### src/design/cmsip_pkg.sv
`default_nettype none

package cmsip_pkg;

    // Field widths
    localparam int unsigned ADDR_W  = 24;
    localparam int unsigned BANK_W  = 6;
    localparam int unsigned STAMP_W = 32;

    // Request types
    localparam logic [1:0] REQ_WRITE = 2'd0;
    localparam logic [1:0] REQ_PCM   = 2'd1;
    localparam logic [1:0] REQ_TICK  = 2'd2;

    // Write function codes, cpu_address[14:12]
    localparam logic [2:0] FN_RELOAD   = 3'd0;
    localparam logic [2:0] FN_CLEAR    = 3'd1;
    localparam logic [2:0] FN_IRQ_OFF  = 3'd2;
    localparam logic [2:0] FN_IRQ_ON   = 3'd3;
    localparam logic [2:0] FN_PCM_SHFT = 3'd4;
    localparam logic [2:0] FN_PCM_CTRL = 3'd5;
    localparam logic [2:0] FN_BANK_A   = 3'd6;
    localparam logic [2:0] FN_BANK_B   = 3'd7;

    // Bank register select, data[7:6]
    localparam logic [1:0] BANK_6000 = 2'd0;
    localparam logic [1:0] BANK_8000 = 2'd1;
    localparam logic [1:0] BANK_A000 = 2'd2;
    localparam logic [1:0] BANK_CHR  = 2'd3;

    localparam logic [STAMP_W-1:0] PCM_GUARD = 32'd6;
    localparam logic [ADDR_W-1:0]  MASK_RST  = 24'hFF_FFFF;

    typedef struct packed {
        logic [1:0]         req_type;
        logic [15:0]        cpu_address;
        logic [7:0]         write_data;
        logic [STAMP_W-1:0] cycle_stamp;
    } in_item_t;

    typedef struct packed {
        logic [ADDR_W-1:0] pcm_rom_address;
        logic              irq_line;
        logic [BANK_W-1:0] prg_bank_6000;
        logic [BANK_W-1:0] prg_bank_8000;
        logic [BANK_W-1:0] prg_bank_a000;
        logic [BANK_W-1:0] chr_bank_low;
    } out_item_t;

endpackage

`default_nettype wire

### src/design/cmsip_core.sv
`default_nettype none

module cmsip_core
    import cmsip_pkg::*;
(
    input  wire logic        aclk,
    input  wire logic        aresetn,
    input  wire logic        cfg_we,
    input  wire logic [23:0] cfg_wdata,
    input  wire logic        fire,
    input  wire in_item_t    item,
    output out_item_t        result
);

    logic [ADDR_W-1:0]  mask_reg;
    logic [BANK_W-1:0]  bank_reg [4];
    logic [BANK_W-1:0]  bank_next [4];
    logic [ADDR_W-1:0]  saddr_reg, saddr_next;
    logic [7:0]         sctrl_reg, sctrl_next;
    logic [7:0]         count_reg, count_next;
    logic [7:0]         reload_reg, reload_next;
    logic               irq_en_reg, irq_en_next;
    logic               irq_pend_reg, irq_pend_next;
    logic [STAMP_W-1:0] stamp_reg, stamp_next;

    logic [2:0]         fn;
    logic [STAMP_W-1:0] limit;
    logic               stamp_out;
    logic [7:0]         count_tick;

    assign fn         = item.cpu_address[14:12];
    assign limit      = stamp_reg + PCM_GUARD;
    assign stamp_out  = (item.cycle_stamp < stamp_reg) || (item.cycle_stamp > limit);
    assign count_tick = (count_reg == 8'd0) ? reload_reg : count_reg - 8'd1;

    // Next state for one request
    always_comb begin
        bank_next     = bank_reg;
        saddr_next    = saddr_reg;
        sctrl_next    = sctrl_reg;
        count_next    = count_reg;
        reload_next   = reload_reg;
        irq_en_next   = irq_en_reg;
        irq_pend_next = irq_pend_reg;
        stamp_next    = stamp_reg;
        case (item.req_type)
            REQ_WRITE: begin
                if (item.cpu_address[15]) begin
                    unique case (fn) inside
                        FN_RELOAD:   reload_next = item.write_data;
                        FN_CLEAR:    count_next  = 8'd0;
                        FN_IRQ_OFF: begin
                            irq_en_next   = 1'b0;
                            irq_pend_next = 1'b0;
                        end
                        FN_IRQ_ON:   irq_en_next = 1'b1;
                        FN_PCM_SHFT: saddr_next  = {saddr_reg[ADDR_W-2:0],
                                                    item.write_data[7]};
                        FN_PCM_CTRL: sctrl_next  = item.write_data;
                        FN_BANK_A, FN_BANK_B: begin
                            bank_next[item.write_data[7:6]] = item.write_data[BANK_W-1:0];
                        end
                        default: ;
                    endcase
                end
            end
            REQ_PCM: begin
                if (stamp_out) begin
                    stamp_next = item.cycle_stamp;
                    if (sctrl_reg[1]) begin
                        saddr_next = saddr_reg + 24'd1;
                    end
                end
            end
            REQ_TICK: begin
                count_next = count_tick;
                if ((count_tick == 8'd0) && irq_en_reg) begin
                    irq_pend_next = 1'b1;
                end
            end
            default: ;
        endcase
    end

    // Result: address before any advance, the rest after the update
    always_comb begin
        result.pcm_rom_address = saddr_reg & mask_reg;
        result.irq_line        = irq_pend_next;
        result.prg_bank_6000   = bank_next[BANK_6000];
        result.prg_bank_8000   = bank_next[BANK_8000];
        result.prg_bank_a000   = bank_next[BANK_A000];
        result.chr_bank_low    = bank_next[BANK_CHR];
    end

    // State registers
    always_ff @(posedge aclk) begin
        if (!aresetn) begin
            mask_reg     <= MASK_RST;
            bank_reg     <= '{default: '0};
            saddr_reg    <= '0;
            sctrl_reg    <= '0;
            count_reg    <= '0;
            reload_reg   <= '0;
            irq_en_reg   <= 1'b0;
            irq_pend_reg <= 1'b0;
            stamp_reg    <= '0;
        end else begin
            if (cfg_we) begin
                mask_reg <= cfg_wdata;
            end
            if (fire) begin
                bank_reg     <= bank_next;
                saddr_reg    <= saddr_next;
                sctrl_reg    <= sctrl_next;
                count_reg    <= count_next;
                reload_reg   <= reload_next;
                irq_en_reg   <= irq_en_next;
                irq_pend_reg <= irq_pend_next;
                stamp_reg    <= stamp_next;
            end
        end
    end

endmodule

`default_nettype wire

### src/design/cartridge_mapper_scanline_irq_pcm_top.sv
`default_nettype none

// Channel   Ports                        Direction  Carries
// request   s_valid, s_ready, s_item     in         write / PCM read / hblank tick
// result    m_valid, m_ready, m_item     out        PCM address, IRQ, bank registers
// config    cfg_we, cfg_wdata            in         pcm_address_mask
//
// One request per cycle sustained while m_ready keeps the result moving; an accepted
// request passes the input register, then the state update into the result register.
// Synchronous active-low reset clears valid flags and core state; mask resets to all ones.
// A stalled result holds in its register while one more request waits in the
// input register; s_ready drops only when both are full and m_ready is low.

module cartridge_mapper_scanline_irq_pcm_top
    import cmsip_pkg::*;
(
    input  wire logic        aclk,
    input  wire logic        aresetn,
    input  wire logic        cfg_we,
    input  wire logic [23:0] cfg_wdata,
    input  wire logic        s_valid,
    output logic             s_ready,
    input  wire in_item_t    s_item,
    output logic             m_valid,
    input  wire logic        m_ready,
    output out_item_t        m_item
);

    logic      in_valid_reg;
    in_item_t  in_item_reg;
    logic      out_valid_reg;
    out_item_t out_item_reg;
    out_item_t result;
    logic      advance;

    // Move the held request into the result register when there is room
    assign advance = in_valid_reg && (!out_valid_reg || m_ready);
    assign s_ready = !in_valid_reg || advance;
    assign m_valid = out_valid_reg;
    assign m_item  = out_item_reg;

    cmsip_core u_core (
        .aclk      (aclk),
        .aresetn   (aresetn),
        .cfg_we    (cfg_we),
        .cfg_wdata (cfg_wdata),
        .fire      (advance),
        .item      (in_item_reg),
        .result    (result)
    );

    // Input register
    always_ff @(posedge aclk) begin
        if (!aresetn) begin
            in_valid_reg <= 1'b0;
        end else if (s_ready) begin
            in_valid_reg <= s_valid;
        end
    end

    always_ff @(posedge aclk) begin
        if (s_valid && s_ready) begin
            in_item_reg <= s_item;
        end
    end

    // Result register
    always_ff @(posedge aclk) begin
        if (!aresetn) begin
            out_valid_reg <= 1'b0;
        end else if (advance) begin
            out_valid_reg <= 1'b1;
        end else if (m_ready) begin
            out_valid_reg <= 1'b0;
        end
    end

    always_ff @(posedge aclk) begin
        if (advance) begin
            out_item_reg <= result;
        end
    end

    // Checks
    a_hold_pending: assert property (@(posedge aclk) disable iff (!aresetn)
        (in_valid_reg && !advance) |=> in_valid_reg)
        else $error("held request lost");

    a_advance_result: assert property (@(posedge aclk) disable iff (!aresetn)
        advance |=> out_valid_reg)
        else $error("processed request produced no result");

    a_stall_cause: assert property (@(posedge aclk) disable iff (!aresetn)
        !s_ready |-> (in_valid_reg && out_valid_reg && !m_ready))
        else $error("request side stalled without backpressure");

    a_reset_clear: assert property (@(posedge aclk)
        !aresetn |=> (!out_valid_reg && !in_valid_reg))
        else $error("valid flags not cleared by reset");

endmodule

`default_nettype wire

### config.mk
export PLATFORM = sky130hd
export DESIGN_NAME = cartridge_mapper_scanline_irq_pcm_top
export DESIGN_NICKNAME = d
export VERILOG_FILES = /design/src/design/cmsip_pkg.sv /design/src/design/cmsip_core.sv /design/src/design/cartridge_mapper_scanline_irq_pcm_top.sv
export SDC_FILE = /design/constraint.sdc
export NUM_CORES = 1
export LEC_CHECK = 0
export BUFFER_PORTS_ARGS = -buffer_cell sky130_fd_sc_hd__buf_4
export CELL_PAD_IN_SITES_DETAIL_PLACEMENT = 1
export CELL_PAD_IN_SITES_GLOBAL_PLACEMENT = 1
export CORE_MARGIN = 2
export CORE_UTILIZATION = 35
export DETAILED_ROUTE_END_ITERATION = 16
export GPL_TIMING_DRIVEN = 0
export HOLD_SLACK_MARGIN = 0.02
export PLACE_DENSITY_LB_ADDON = 0.05
export SLEW_MARGIN = 40
export SYNTH_ARGS = -nofsm -noshare
export SYNTH_HDL_FRONTEND = slang
export SYNTH_HIERARCHICAL = 1
export SYNTH_SLANG_ARGS = --single-unit
### constraint.sdc
create_clock -name aclk -period 6.2 [get_ports aclk]
set_input_delay 0.62 -clock aclk [delete_from_list [all_inputs] [get_ports aclk]]
set_output_delay 0.62 -clock aclk [all_outputs]
set_load 0.03 [all_outputs]
Word level (Yosys, flattened, before mapping)

Cells that the tools add are included.

Add/sub/neg operators: 3
$lt $le $gt $ge: 4
Reduce and logical (&&, ||, !) cells: 24
Bitwise gates (word level): 2
Eq/ne operators: 14
Muxes and demuxes: 22

Operator list:

| operator                | number |
|---|---|
| $mux W24                | 7 |
| $pmux W24 S2            | 1 |
| $add A32 B3 Y32 const B | 1 |
| $gt A32 B32 Y1          | 1 |
| $lt A32 B32 Y1          | 1 |
| $add A24 B1 Y24 const B | 1 |
| $and A24 B24 Y24        | 1 |
| $bwmux W24              | 1 |
| $mux W8                 | 3 |
| $logic_not A8 Y1        | 2 |
| $pmux W8 S2             | 1 |
| $reduce_and A4 Y1       | 4 |
| $demux W6 S2            | 1 |
| $eq A3 B3 Y1 const B    | 4 |
| $ne A2 B1 Y1 const B    | 4 |
| $reduce_bool A2 Y1      | 4 |
| $sub A8 B1 Y8 const B   | 1 |
| $eq A3 B2 Y1 const B    | 2 |
| $mux W6                 | 1 |
| $reduce_and A6 Y1       | 1 |
| $mux W1                 | 5 |
| $logic_and A1 B1 Y1     | 4 |
| $pmux W1 S2             | 2 |
| $eq A3 B1 Y1 const B    | 1 |
| 12 further kinds        | 15 |

Logic and storage cells: 93
Output and inout bits: 51
Bits in registers: 233
Bits of input ports: 87

Depth between registers and ports, before layout

Gate-level depths: netlist of the first run.

Depth after elaboration: 9
Gate-level depth with buffers: 19
Depth with buffers taken out: 17

Hierarchy

The synthesis of the first run kept the hierarchy.

By module, submodules not included:

| module                                | instances | cells each | sequential area each (um^2) | area each (um^2) |
|---|---|---|---|---|
| cmsip_core                            | 1         | 951        | 2462.4                      | 7871.3 |
| cartridge_mapper_scanline_irq_pcm_top | 1         | 116        | 3253.1                      | 3316.9 |

Worst setup path after synthesis of the first run

Ideal clock, no wire load.

Kind: in2reg
Start: input port m_ready
End: register u_core.saddr_reg[16]
Arrival: 4.797 ns
Slack: 1.286 ns
Path buffers: 3
Stages on the path: 10
Library setup time: 0.117 ns
Data required time: 6.083 ns
Cells stage by stage: nor2b_4 nor2b_1 buf_2 inv_1 nor2_1 and3_1 clkbuf_1 clkbuf_1 o22ai_1 a32o_1

Cells in the longest elaborated chain, start to end: 3

Ends and longest elaborated chain:

| element                     | RTL line                                    | text |
|---|---|---|
| start, declared             | cartridge_mapper_scanline_irq_pcm_top.sv:25 | `input wire logic m_ready,` |
| $logic_or A1 B1 Y1          | cartridge_mapper_scanline_irq_pcm_top.sv:37 | `assign advance = in_valid_reg && (!out_valid_reg \|\| m_ready);` |
| $logic_and A1 B1 Y1         | cartridge_mapper_scanline_irq_pcm_top.sv:37 |  |
| via advance                 | cartridge_mapper_scanline_irq_pcm_top.sv:34 | `logic advance;` |
| $reduce_and A6 Y1 (no line) | --                                          |  |
| end signal, assigned        | cmsip_core.sv:113                           | `saddr_reg <= saddr_next;` |
| end, declared               | cmsip_core.sv:18                            | `logic [ADDR_W-1:0] saddr_reg, saddr_next;` |

The timed path passes the listed nets, and every way through them passes these cells.
A chain may end at the register's enable or synchronous reset.

Worst setup path in the final report of the first run

Start: register u_core.stamp_reg[1]
End: register u_core.saddr_reg[1]

Cells in the longest elaborated chain, start to end: 5
Elaborated cells between the ends (all ways): 6
Those cells by class: 1 x add/sub; 2 x order compare; 1 x eq/ne; 2 x reduce/logical

Ends and longest elaborated chain:

| element                         | RTL line          | text |
|---|---|---|
| start, declared                 | cmsip_core.sv:24  | `logic [STAMP_W-1:0] stamp_reg, stamp_next;` |
| start signal, assigned          | cmsip_core.sv:119 | `stamp_reg <= stamp_next;` |
| $add A32 B3 Y32                 | cmsip_core.sv:32  | `assign limit = stamp_reg + PCM_GUARD;` |
| $gt A32 B32 Y1                  | cmsip_core.sv:33  | `assign stamp_out = (item.cycle_stamp < stamp_reg) \|\| (item.cycle_stamp > limit);` |
| $logic_or A1 B1 Y1 (*)          | cmsip_core.sv:33  |  |
| $ne A2 B1 Y1 (no line) (*)      | --                |  |
| $reduce_and A6 Y1 (no line) (*) | --                |  |

Mark *: on every way between the ends. The rest lies on a longest branch, timed or not.

==> flow_summary.toml, run 1 <==
[run_status]
status = "complete, no violations"

[worst_setup_path]
reg2reg_to = "u_core/saddr_reg[1]"
cp.required_ns = 6.62
startpoint_type = "register"
endpoint_kind = "register"
r2r_setup_slack_ns = 0.98
arrival_ns = 5.64
critical_path.endpoint = "u_core/saddr_reg[1]"
critical_path_class = "reg -> reg"
crit_fanout = 10
ff2ff_path_depth = 19
reg2reg_from = "u_core/stamp_reg[1]"
startpoint = "u_core/stamp_reg[1]"

[sta]
rsz0062_at_grt = "false"
timing_hold_violations_final = 0
timing.slew.headroom_pct = 49.3
fin_crit_ns = 5.22
setup_viol = 0
worst_slew_pin_slew_ns = 0.761
finClkSkew_ns = 0.0229
period_share_pct = 84.2
max_freq_mhz = 192
drv_slew = 0

[clock_network]
cts.sinks = 220
htree_levels = 1
clk_pin_slew_worst_paths_ns = 0.06
cts-buffers-inserted = 26
cts_root_buf = "clkbuf_16"
cts_tree = "yes"
hold_buffers = 0
insertion_delay_ns = 0.54
post_cts_resized = 0
cts_buffer_depth = 3
postCtsSetupRepairBufs = 0

[logic_synthesis]
netlist_area_um2 = 10800
syn_nets = 1209
yosys_warnings = 6
synthCells = 1055
syn_avg_cell_area_um2 = 10.3

[power]
p_seq_share_pct = 48.1
leakage_nw = 5.10
p_clk_share_pct = 43.2
finalPower_w = 0.00333
p_sw_w = 0.000817
comb_power_share_pct = 8.7
pwr_density_cell_nw_per_um2 = 251
internal_power_w = 0.00251
ir_drop_mv = 0.180
swShare_pct = 24.6

[floorplan]
core_um2 = 30500
io_pins = 138
die_h_um = 180
die_w_um = 180
num_rows = 64
die_area_um2 = 32400
start_util_pct = 35.5

[global_route]
overflow = 0
grt_max_degree = 20
grt_pass1_vias = 8756
grtUsageTotal_pct = 18.4
grt_pass1_wl_um = 48200
grt_antenna_before_repair = 1

[detailed_routing]
first_iter_violations = 338
route.detailed.drc = 0
antenna_left = 0
routed-via-count = 8422
post_drt_wl_per_cell_um = 18.4
first_pass_iters = 4
routed_via_density = 5.16
routed_wl_um = 30000

[hold_path]
hold_depth = 1
hold_path.class = "in -> reg"

[cells_and_area]
drive_above_1_share_pct = 18.9
largest_reg_flops = 49
final_util_pct = 43.4
area_growth_pct = 22.2
fillers = 3462
final_area_um2 = 13200
fin_nets = 1368

[run]
maxCapViolCount = 0

[placed_design]
dp_hpwl_um = 22000
place.gp.congestion = 0.791
place_area_um2 = 12400
port_buffers = 124
## per-layer routing
layer | global-route usage, % | wire, um | part of all wire, %
met5 | 0 | 0 | 0
met4 | 4.65 | 635 | 2.1
met3 | 3.08 | 1140 | 3.8
met2 | 31.3 | 14300 | 48
met1 | 24.4 | 13900 | 46
## cell type report
type	count	area, um^2	area share, %
buffer	46	209	1.58
inverter	45	169	1.28
antenna	1	2.50	0.0189
clock inverter	12	72.6	0.549
sequential	220	5360	40.5
tap	396	495	3.75
clock buffer	36	728	5.50
multi-input combinational	744	5130	38.8
timing repair buffer	131	1070	8.09
## metrics by stage
stage | hold slack, ns | cells | TNS (ns) | worst slack, ns
after global placement | 0.445 | 1575 | -54.17 | -1.39
after CTS | 0.226 | 1630 | 0 | 0.600
after global routing | 0.232 | 1631 | 0 | 0.486
after detailed placement | 0.449 | 1582 | 0 | 0.632
after floorplan | 0.433 | 1055 | 0 | 1.29
final | 0.253 | 1631 | 0 | 0.980
## cells in the final DEF (no fill, tap or decap), types with 5 or more instances in the layout
cell and count:
nand4_1 21, nand2_1 99, o22ai_1 8, xnor2_1 29, inv_1 45, ha_1 67, o21ai_0 33, buf_2 7
a221oi_1 6, and2_1 27, mux2i_1 80, a22oi_1 13, dfxtp_1 125, a32o_1 7, clkbuf_16 26, buf_4 125
nand3_1 38, a31oi_1 11, nor3_1 21, a21oi_1 37, and3_1 6, nor2_1 122, mux2_2 26, a211oi_1 5
a21o_1 9, edfxtp_1 95, clkinv_2 9, clkbuf_1 36, nor4_1 8
## power groups by stage
| stage | Sequential, W | Combinational [W] | Clock [W] |
|---|---|---|---|
| finish | 0.00160 | 0.000289 | 0.00144 |
| global placement | 0.00164 | 0.000276 | 0 |
| floorplan | 0.00164 | 0.000145 | 0 |
| CTS | 0.00160 | 0.000296 | 0.00149 |
| global route | 0.00161 | 0.000322 | 0.00154 |
| detailed placement | 0.00163 | 0.000294 | 0 |
## worst min path at each step
stage                             start                   to
detailed placement   u_core/mask_reg[1]   u_core/mask_reg[1]
finish                       s_item[36]      in_item_reg[36]
global placement    u_core/mask_reg[16]  u_core/mask_reg[16]
global route                 s_item[36]      in_item_reg[36]
CTS                          s_item[32]      in_item_reg[32]
floorplan           u_core/mask_reg[11]  u_core/mask_reg[11]
## worst max-delay path, stage by stage (launching register included)
cell	delay, ns
dfxtp_1	0.45
inv_1	0.11
ha_1	0.30
nor3_2	0.45
nand2_1	0.16
nor2_1	0.23
and2_1	0.27
nand3_1	0.13
xnor2_1	0.14
ha_1	0.29
nand4_1	0.18
nor4_1	0.49
and3_1	0.26
or3_1	0.12
a2bb2oi_2	0.30
a21o_1	0.16
buf_2	0.23
nand2_1	0.20
clkbuf_1	0.31
a311oi_1	0.32
Power figures use the tool's default switching activity.
==> run 2, diff against run 1 <==
--- a/config.mk
+++ b/config.mk
@@ -5,6 +5,7 @@
 export SDC_FILE = /design/constraint.sdc
 export NUM_CORES = 1
 export LEC_CHECK = 0
+export ABC_AREA = 1
 export BUFFER_PORTS_ARGS = -buffer_cell sky130_fd_sc_hd__buf_4
 export CELL_PAD_IN_SITES_DETAIL_PLACEMENT = 1
 export CELL_PAD_IN_SITES_GLOBAL_PLACEMENT = 1
==> constraint.sdc (replaced) <==
create_clock -name aclk -period 4.9 [get_ports aclk]
set_input_delay 0.49 -clock aclk [delete_from_list [all_inputs] [get_ports aclk]]
set_output_delay 0.49 -clock aclk [all_outputs]
set_load 0.03 [all_outputs]
==> flow_summary.toml, run 2 <==
[power]
comb_power_share_pct = 9.7
p_sw_w = 0.00109
leakage_nw = 5.93
p_seq_share_pct = 47.2
internal_power_w = 0.00326
ir_drop_mv = 0.225
swShare_pct = 25.0
p_clk_share_pct = 43.1
pwr_density_cell_nw_per_um2 = 313

[run]
maxCapViolCount = 0

[floorplan]
num_rows = 66
start_util_pct = 35.4
die_h_um = 185
core_um2 = 32400
die_area_um2 = 34200
io_pins = 138
die_w_um = 185

[worst_setup_path]
cp.required_ns = 5.35
endpoint_kind = "register"
critical_path_class = "reg -> reg"
r2r_setup_slack_ns = 0.99
path_cells = "inv_1 > ha_1 > nor3_4 > inv_2 > nor3_4 > nand4_1 > nor2_2 > nand4_1 > xor2_1 > ha_1 > a21oi_1 > o21ai_0 > nand2_1 > nand2_1 > a21oi_1 > nand2_1 > nand2_1 > nand2_2 > nand2_2 > buf_2 > nand2_1 > a21oi_1"
crit_fanout = 10
arrival_ns = 4.36
cp_slowest_cell = "dfxtp_1"
critPathMaxStageDelay_ns = 0.36
startpoint_type = "register"
path_common_cell = "nand2_1"

[clock_network]
cts.sinks = 220
post_cts_resized = 0
cts_tree = "yes"
postCtsSetupRepairBufs = 0
cts_root_buf = "clkbuf_16"
clk_pin_slew_worst_paths_ns = 0.06
htree_levels = 1
insertion_delay_ns = 0.53
cts-buffers-inserted = 26
hold_buffers = 0
cts_buffer_depth = 3

[sta]
max_freq_mhz = 256
period_share_pct = 79.8
worst_slew_pin_slew_ns = 0.710
fin_crit_ns = 3.91
drv_slew = 0
rsz0062_at_grt = "false"
setup_viol = 0
timing.slew.headroom_pct = 52.6
layout_setup_ws_ns = 0.992
finClkSkew_ns = 0.00839
tns_ns = 0
timing_hold_violations_final = 0

[logic_synthesis]
netlist_area_um2 = 11500
synthCells = 1394
syn_avg_cell_area_um2 = 8.23
yosys_warnings = 6
syn_nets = 1548

[global_route]
grt_pass1_wl_um = 53200
grt_pass1_vias = 10100
grtUsageTotal_pct = 19.5
overflow = 0
grt_max_degree = 35
grt_antenna_before_repair = 0

[detailed_routing]
first_iter_violations = 366
route.detailed.drc = 0
routed-via-count = 9643
first_pass_iters = 4
antenna_left = 0
routed_wl_um = 32600
routed_via_density = 4.79
post_drt_wl_per_cell_um = 16.2

[cells_and_area]
largest_reg_flops = 49
final_common_cell = "nand2_1"
drive_above_1_share_pct = 16.4
final_cell_mix = "nand2_1 (319), inv_1 (176), buf_4 (127), dfxtp_1 (125), a21oi_1 (121)"
final_util_pct = 42.9
antenna_cells = 0
area_growth_pct = 21.0
fin_nets = 1705

[run_status]
status = "complete, no violations"

[placed_design]
place.gp.congestion = 0.800
dp_slack_ns = 0.936
dp_hpwl_um = 24900
port_buffers = 124

[hold_path]
hold_path.class = "in -> reg"
## run 2: cell count changes in the layout (fill, tap and decap cells not counted), moves of 37 or more
cell / change
a21oi_1: +84
mux2i_1: -80
nand3_1: +52
inv_1: +131
nand2_1: +220
o21ai_0: +45
xor2_1: +37
## run 2: final timing paths
kind | startpoint | endpoint | depth (start not counted)
min | s_item[37] | in_item_reg[37] | 1
max | u_core/stamp_reg[1] | u_core/stamp_reg[2] | 22
max reg2reg | u_core/stamp_reg[1] | u_core/stamp_reg[2] | 22
min reg2reg | u_core/mask_reg[12] | u_core/mask_reg[12] | 2
## run 2: per-layer routing
layer  vias to the layer above  global-route usage (%)  wire, um
met4                         0                    3.46       522
li1                       4886                       -         -
met5                         -                       0         0
met1                      4612                    26.2     15600
met3                        29                    2.69      1100
met2                       116                    33.7     15400
## run 2: power by group through the flow
stage / registers [W] / clock network (W) / logic [W]
6_report: 0.00205 / 0.00187 / 0.000420
5_1_grt: 0.00206 / 0.00201 / 0.000477
4_1_cts: 0.00205 / 0.00194 / 0.000427
3_5_place_dp: 0.00209 / 0 / 0.000424
3_3_place_gp: 0.00210 / 0 / 0.000402
2_1_floorplan: 0.00211 / 0 / 0.000218
## run 2: stage by stage
stage | hold slack [ns] | power, W | instances | cell area [um^2]
floorplan | 0.429 | 0.00233 | 1394 | 11500
global placement | 0.438 | 0.00250 | 1960 | 13000
detailed placement | 0.445 | 0.00252 | 1965 | 13100
CTS | 0.100 | 0.00442 | 2013 | 13900
global route | 0.109 | 0.00455 | 2013 | 13900
finish | 0.128 | 0.00434 | 2013 | 13900
## run 2: critical path, delay by kind of cell, from the launching register on
family / cells / cell delay [ns]
xor gates and xnor gates: 1 / 0.18
buffers and inverters: 3 / 0.47
adders and majority gates: 2 / 0.56
AOI/OAI and AO/OA: 4 / 0.57
DFF: 1 / 0.36
and+or+nand+nor: 12 / 1.66
## run 2: layout make-up
type	count	area, um^2
plain buffers	53	268
clock buffers	33	687
clock inverters	15	138
fillers	3959	18500
inverters	182	686
multi-input cells	939	5180
flip-flops and latches	220	5360
well taps	442	553
repair buffers	129	1010
==> run 3, diff against run 2 <==
--- a/config.mk
+++ b/config.mk
@@ -5,7 +5,7 @@
 export SDC_FILE = /design/constraint.sdc
 export NUM_CORES = 1
 export LEC_CHECK = 0
-export ABC_AREA = 1
+export ABC_AREA = 0
 export BUFFER_PORTS_ARGS = -buffer_cell sky130_fd_sc_hd__buf_4
 export CELL_PAD_IN_SITES_DETAIL_PLACEMENT = 1
 export CELL_PAD_IN_SITES_GLOBAL_PLACEMENT = 1
==> constraint.sdc (replaced) <==
create_clock -name aclk -period 3.75 [get_ports aclk]
set_input_delay 0.375 -clock aclk [delete_from_list [all_inputs] [get_ports aclk]]
set_output_delay 0.375 -clock aclk [all_outputs]
set_load 0.03 [all_outputs]
==> flow_summary.toml, run 3 (synthesized netlist as in run 1, its figures left out) <==
[sta]
fin_hold_ws_ns = 0.0442
timing_hold_violations_final = 0
fin_crit_ns = 4.05
rsz0062_at_grt = "true"
setup_viol = 56
finClkSkew_ns = 0.0259
period_share_pct = 108
drv_slew = 0
max_freq_mhz = 247
timing.slew.headroom_pct = 45.6
worst_slew_pin_slew_ns = 0.816
layout_setup_ws_ns = -0.303

[clock_network]
insertion_delay_ns = 0.54
clk_pin_slew_worst_paths_ns = 0.07
htree_levels = 1
cts_root_buf = "clkbuf_16"
cts-buffers-inserted = 26
cts.sinks = 220
cts_buffer_depth = 3
cts_tree = "yes"

[detailed_routing]
routed_wl_um = 31700
post_drt_wl_per_cell_um = 18.5
routed_via_density = 5.12
first_iter_violations = 414
antenna_left = 0
first_pass_iters = 4
route.detailed.drc = 0
routed-via-count = 8787

[power]
pwr_density_cell_nw_per_um2 = 398
ir_drop_mv = 0.331
leakage_nw = 5.64

[cells_and_area]
antenna_cells = 0
final_common_cell = "buf_4"
regArea_um2 = 5370
area_growth_pct = 34.0
largest_reg_flops = 49
final_util_pct = 47.6
drive_above_1_share_pct = 24.5
fillers = 3379
fin_nets = 1455
final_cell_mix = "buf_4 (155), nor2_1 (121), dfxtp_1 (117), nand2_1 (97), edfxtp_1 (95)"
multi_input_area_um2 = 5420

[global_route]
grt_pass1_wl_um = 51000
grt_antenna_before_repair = 0
grt_max_degree = 20
grt_pass1_vias = 9222
grtUsageTotal_pct = 19.5
overflow = 0

[worst_setup_path]
critical_path_class = "reg -> reg"
crit_fanout = 4
arrival_ns = 4.52
cp.required_ns = 4.21
endpoint_kind = "register"
startpoint_type = "register"

[run_status]
violations = "negative setup slack"
status = "finished, violations left"

[floorplan]
io_pins = 138
die_area_um2 = 32400
die_w_um = 180
die_h_um = 180
core_um2 = 30500
num_rows = 64
start_util_pct = 35.5

[placed_design]
dp_slack_ns = -1.25
place.gp.congestion = 0.799
dp_hpwl_um = 21700
port_buffers = 124

[hold_path]
hold_path.class = "in -> reg"

[run]
maxCapViolCount = 0
## run 3: routing by layer
layer / vias up / global-route usage (%) / part of all wire, %
li1: 4303 / - / -
met1: 4326 / 26.0 / 46
met2: 126 / 33.7 / 49
met3: 32 / 3.24 / 3.5
met4: 0 / 3.54 / 1.6
met5: - / 0 / 0
## run 3: stage by stage
stage | TNS, ns | cells | instance area, um^2 | total power (W)
after floorplan | -0.541 | 1055 | 10900 | 0.00296
after detailed placement | -62.03 | 1580 | 12400 | 0.00317
after CTS | -13.14 | 1708 | 14300 | 0.00587
after global placement | -110.77 | 1575 | 12300 | 0.00316
final | -11.44 | 1716 | 14500 | 0.00578
after global routing | -21.24 | 1716 | 14500 | 0.00604
## run 3: where the power goes
group          switching [W]  internal, W  leakage [nW]  total [W]
clock network        0.00104      0.00154         0.422    0.00258
registers          0.0000623      0.00258          1.95    0.00265
logic               0.000292     0.000258          3.27   0.000550
## run 3: path summary, 6_finish.rpt
kind / from / endpoint / slack, ns / cells past startpoint
worst max-delay path: u_core/stamp_reg[13] / u_core/saddr_reg[4] / -0.30 / 18
worst min-delay path: cfg_wdata[13] / u_core/mask_reg[13] / 0.04 / 3
worst max register to register: u_core/stamp_reg[13] / u_core/saddr_reg[4] / -0.30 / 18
worst min register to register: u_core/mask_reg[12] / u_core/mask_reg[12] / 0.46 / 2
## run 3: critical path: stages (launching register included)
cell,delay (ns)
dfxtp_2,0.35
and3_4,0.21
and3_4,0.20
and4_4,0.26
nand2_4,0.06
nor2_4,0.09
and2_4,0.17
nand4_1,0.12
xnor2_1,0.15
ha_1,0.30
nand4_1,0.20
buf_4,0.21
or3_4,0.38
a2bb2oi_4,0.17
buf_4,0.17
a21o_1,0.18
buf_6,0.13
or4_1,0.47
a31oi_1,0.16
## run 3: final cells by class
cell class / count / area share [%]
Tap cell: 396 / 3.41
Multi-Input combinational cell: 744 / 37.3
Timing Repair Buffer: 219 / 13.3
Buffer: 45 / 1.72
Clock buffer: 31 / 4.83
Sequential cell: 220 / 37.0
Inverter: 45 / 1.16
Clock inverter: 16 / 1.20
## run 3: what timing repair did
| item | 4_1_cts | 5_1_grt |
|---|---|---|
| setup buffers | 30 | 11 |
| resized for setup | 70 | 29 |
| endpoints found under the hold margin | 45 | 0 |
| pin swaps | 28 | 25 |
| cloned | 6 | 0 |
| hold buffers | 45 | 0 |
| endpoints found under the setup margin | 56 | 56 |
